[config.mk]
export PLATFORM = sky130hd
export DESIGN_NAME = ghash_controller
export DESIGN_NICKNAME = d
export VERILOG_FILES = /design/src/hw/rtl/ghash_pkg.sv /design/src/hw/rtl/ghash_controller.sv
export SDC_FILE = /design/constraint.sdc
export NUM_CORES = 1
export LEC_CHECK = 0
export BUFFER_PORTS_ARGS = -buffer_cell sky130_fd_sc_hd__buf_2
export CAP_MARGIN = 40
export CORE_AREA = 5 5 42 44
export CTS_BUF_LIST = sky130_fd_sc_hd__clkbuf_8
export CTS_CLUSTER_SIZE = 14
export DETAILED_ROUTE_END_ITERATION = 8
export DIE_AREA = 0 0 47 49
export HOLD_SLACK_MARGIN = 0.02
export SLEW_MARGIN = 20
export SYNTH_ARGS = -nofsm -noshare
export SYNTH_HDL_FRONTEND = slang
export SYNTH_SLANG_ARGS = --single-unit
[constraint.sdc]
create_clock -name clk -period 1.8 [get_ports clk]
set_clock_uncertainty 0.1 [all_clocks]
set_input_delay 0.18 -clock clk [delete_from_list [all_inputs] [get_ports clk]]
set_output_delay 0.18 -clock clk [all_outputs]
set_load 0.01 [all_outputs]
[src/hw/rtl/ghash_pkg.sv]
// Shared types and constants for the GHASH accumulator.
// Used by the controller, the datapath and the top level; depends on nothing.
`default_nettype none

package ghash_pkg;

    // Width of one GF(2^128) element and of each packed half.
    localparam int BLOCK_W = 128;
    localparam int HALF_W  = 64;

    // Configuration port.
    localparam int CFG_INDEX_W = 2;
    localparam int CFG_DATA_W  = 64;

    localparam logic [CFG_INDEX_W-1:0] REG_HASH_KEY_HIGH    = 2'd0;
    localparam logic [CFG_INDEX_W-1:0] REG_HASH_KEY_LOW     = 2'd1;
    localparam logic [CFG_INDEX_W-1:0] REG_START_VALUE_HIGH = 2'd2;
    localparam logic [CFG_INDEX_W-1:0] REG_START_VALUE_LOW  = 2'd3;

    // Reduction polynomial x^128 + x^7 + x^2 + x + 1 in GCM bit order
    // (coefficient x^0 at the most significant bit).
    localparam logic [BLOCK_W-1:0] GCM_R = {8'hE1, 120'd0};

    // Commands from the controller to the datapath.
    typedef struct packed {
        logic load;    // capture a new block and start a multiply
        logic step;    // process one digit of the multiplier
        logic commit;  // this step is the last one: update the accumulator
        logic emit;    // also load the digest output register
    } ghash_cmd_t;

endpackage

`default_nettype wire

[src/hw/rtl/ghash_controller.sv]
// Controller of the GHASH accumulator: sequences the digit steps of each
// multiply and owns both handshakes. Uses ghash_pkg.
`default_nettype none

module ghash_controller
    import ghash_pkg::*;
#(
    parameter int DIGIT_BITS = 32
)
(
    input  wire logic       clk,
    input  wire logic       rst_n,
    input  wire logic       in_valid,
    output logic            in_ready,
    input  wire logic       in_last,
    output logic            out_valid,
    input  wire logic       out_ready,
    output ghash_cmd_t      cmd
);

    localparam int NUM_STEPS = (BLOCK_W + DIGIT_BITS - 1) / DIGIT_BITS;
    localparam int STEP_W    = (NUM_STEPS > 1) ? $clog2(NUM_STEPS) : 1;
    localparam logic [STEP_W-1:0] LAST_COUNT = STEP_W'(NUM_STEPS - 1);

    typedef enum logic {
        ST_IDLE,
        ST_RUN
    } state_t;

    state_t            state_reg;
    logic [STEP_W-1:0] count_reg;
    logic              last_reg;
    logic              out_valid_reg;
    logic              final_step;
    logic              stall;
    logic              commit;
    logic              load;

    // A last result cannot complete while the previous digest is unread.
    assign final_step = (state_reg == ST_RUN) && (count_reg == LAST_COUNT);
    assign stall      = last_reg && out_valid_reg && !out_ready;
    assign commit     = final_step && !stall;
    assign in_ready   = (state_reg == ST_IDLE) || commit;
    assign load       = in_valid && in_ready;

    assign cmd.load   = load;
    assign cmd.step   = (state_reg == ST_RUN) && !(final_step && stall);
    assign cmd.commit = commit;
    assign cmd.emit   = commit && last_reg;
    assign out_valid  = out_valid_reg;

    // State, step counter, pending last flag and output valid.
    always_ff @(posedge clk or negedge rst_n)
    begin
        if (!rst_n)
        begin
            state_reg     <= ST_IDLE;
            count_reg     <= '0;
            last_reg      <= 1'b0;
            out_valid_reg <= 1'b0;
        end
        else
        begin
            if (load)
            begin
                state_reg <= ST_RUN;
                count_reg <= '0;
                last_reg  <= in_last;
            end
            else if (commit)
            begin
                state_reg <= ST_IDLE;
            end
            else if (state_reg == ST_RUN && !final_step)
            begin
                count_reg <= count_reg + 1'b1;
            end

            if (commit && last_reg)
            begin
                out_valid_reg <= 1'b1;
            end
            else if (out_ready)
            begin
                out_valid_reg <= 1'b0;
            end
        end
    end

endmodule

`default_nettype wire

==> results.txt <==
* Status: finished clean
* Yosys warnings: 0
- Once routing completed, OpenROAD measured the worst setup slack at 0.2019 ns.
* Total of hold buffers inserted after clock tree synthesis: 1
- In the final design database the tool counted 55 nets.
* Number of maximum-capacitance constraint violations: 0
- Post-synthesis instance total: 36
- For this configuration, the core starts out at a cell density of 22.95%.
- In the synthesized netlist, the cells that appear most often are 5 x dfrtp_1, 4 x inv_1, 3 x o21ai_1.
- The top cell type by area accounts for 38.91% of the synthesized area.
* Hold slack final: 0.1219 ns
- Post-synth EDFFs: 0
- WP buf/inv: 1
* Core region area: 0.001401 mm2
- The number of endpoints with negative hold slack in the final report is 0.
* Congestion Overflow GR: 0
- The worst-case IR drop observed on VDD is 585.0 uV.
* Class of the tightest hold or removal check: in -> reg
- WL met1: 260 um
- Kind of start point of the critical path: flip-flop
- The biggest area contributor in the post-synthesis netlist is dfrtp_1.
- CTS built an H-tree with a depth of 1.
- In this run the static leakage power is 0.0002207 uW.
- At the worst endpoint, the required time is 1.52 ns.
- For this design the ratio of total power to cell area is 1713 mW/mm2.
- The register with the most flip-flops in the layout has 2 of them.
- Post-route setup TNS: 0 ns
- The worst path in the final design needs a cycle of 1.598 ns, including I/O delays and setup.
- Wire length on met2: 317 um
* Total global-route track usage: 7.295%
- The clock drives 5 sinks.
- For the pin with the worst max-slew slack, the measured transition is 0.2866 ns.
* Placed cell count: 59
- Worst path depth: 4
* Antenna diodes: 0
- Yosys mapped the design onto 22 distinct sky130hd cell types.
- Once detailed placement completed, the half-perimeter wirelength came to 516.2 um.
* Drt first pass iters: 4
* Nets in the synthesized netlist: 42
- The number of global-route vias before repair is 274.
- Hold depth: 2
- Gates resized during post-CTS repair numbered 0.
- The placed instances occupy a cell area of 365.4 um2.
- Dominant cell by count in the synthesized netlist: dfrtp_1
* Top delay family on crit path: flip-flops
* Number of max-slew violations in the final report: 0
- Of the synthesized area, sequential elements account for 38.91%.
* Critical path, cell by cell: ha_1 -> nand3_1 -> nor2_1 -> buf_2
* FFs w/ async S/R, synth: 100.0%
- # setup viols final: 0
- Setup repair after global routing left no endpoint under its margin.
- Buffers added to address setup during post-CTS repair amount to 0.
- The congestion estimate from routability-driven global placement came to 0.6125.
* Period utilization: 88.79%
- The largest individual stage delay along the critical path comes from the cell dfrtp_1.
- Die height: 49 um
- TritonCTS clock tree: built
* Critical path arrival: 1.32 ns
* Total number of vias: 284
- The clock passes through at most 2 buffers.
- CTS placed an instance of clkbuf_8 at the clock tree root.
* IO Count: 11
* Maximum number of pins on one net before global-route repair: 10
- The area growth from synthesis to layout is 30.74%.
- The clock reaches the later pin of the worst-skew pair after 0.22 ns.
- Buffers on Ports: 10
- The first global-routing pass estimated 1104 um of wire.
- In this run, the number of DRC markers left after iteration 0 of detailed routing was 1.
- With fillers left out, the area of the finished cells amounts to 420.4 um2.
- Of the cells placed in the final design, the portion with a size suffix greater than 1 is 29.17%.
- Post-synthesis area per instance: 8.932 um2
- For this run, the slowest stage of the critical path takes 0.38 ns.
- After detailed routing, the number of remaining DRC violations is 0.
- In this run the remaining antenna-violating nets after routing total 0.
* Met3 wire length: 28 um
- Post-Syn Area: 321.6 um2
* Filler-free cell count of the finished design: 64
* Per-cell routed wire length: 10.14 um
- The worst setup path is of the reg -> out kind.
- Counting flops and latches in the post-synthesis netlist gives 5.
- The number of antenna violations at the first check in global routing was 0.
- The floorplan has 14 rows.
- Based on the critical path, the design can be clocked at up to 625.7 MHz.
- Prevailing post-synth register cell: dfrtp_1
- Peak fanout along the critical path: 9
- Ranking of synthesized cells by area: dfrtp_1 39%, o21ai_1 4.7%, buf_4 4.7%, inv_1 4.7%, a31oi_1 3.9%
- Highest layer used for signal routing: met4
* Routed wire length: 649 um
- Floorplan die width: 47 um
- Headroom to the max-slew limit came out at 80.89%.
* Clock-pin slew on the worst setup and hold paths: 0.03 ns
- Setup slack after placement: 0.4298 ns
* Via count normalized by instance count: 4.438
- Counting the buffers created by CTS gives 3.
- Total Die Area: 0.002303 mm2
- STA classifies the critical path endpoint as an output port.
- For the worst flop-to-flop path, the logic depth is 4.
-- cell families (layout without fill, tap and decap cells) --
family / Yosys count / after routing / synth area share (%)
AND/OR/NAND/NOR: 13 / 13 / 24.13
flip-flops: 5 / 5 / 38.91
buffers and inverters: 7 / 19 / 12.84
AO/OA/AOI/OAI: 10 / 10 / 20.23
adder cells (fa/ha/maj): 1 / 1 / 3.890
-- path summary, 6_finish.rpt --
path / startpoint / endpoint / slack (ns)
setup / recovery: count_reg[0] / cmd[0] / 0.20
hold / removal: in_valid / last_reg / 0.12
setup reg to reg: count_reg[0] / last_reg / 0.42
hold reg to reg: count_reg[0] / count_reg[0] / 0.48
max in group asynchronous: rst_n / count_reg[0] / 1.27
min in group asynchronous: rst_n / out_valid / 0.20
-- through the flow --
| stage | util (%) | power, uW |
|---|---|---|
| floorplan | - | 462.4 |
| global placement | 26.07 | 517.7 |
| detailed placement | 26.07 | 526.5 |
| CTS | 30.00 | 732.9 |
| global route | 30.00 | 798.2 |
| finish | 30.00 | 720.3 |
-- where the power goes --
group	internal, uW	leakage (uW)	switching, uW
registers	167	0.0000592	50.5
logic	144	0.000135	163
clock network	146	0.0000269	49.6
-- cell usage in the layout, fill, tap and decap left out, drive strengths merged --
master,netlist,layout
dfrtp,5,5
o22ai,1,1
nand3b,1,1
clkbuf,0,3
o21ai,3,3
buf,3,10
nand2,1,1
or2,1,1
a21boi,3,3
ha,1,1
nor3b,1,1
and3b,1,1
nand3,1,1
nor2,2,2
a21oi,1,1
nand2b,2,2
inv,4,5
nor2b,2,2
dlygate4sd3,0,1
and3,1,1
a31oi,2,2
-- per-layer routing --
metal / vias to the layer above / GRT usage [%]
li1: 144 / -
met1: 132 / 7.383
met2: 4 / 9.502
met3: 4 / 2.583
met4: 0 / 9.677
met5: - / 0
-- final cells by class --
cell class                      instances  area, um2
Clock buffer                            3      41.29
Clock inverter                          1      3.754
Fill cell                             158      980.9
Inverter                                4      15.01
Multi-Input combinational cell         24      155.1
Sequential cell                         5      125.1
Tap cell                               16      20.02
Timing Repair Buffer                   11      60.06
(Power assumes the default switching activity.)
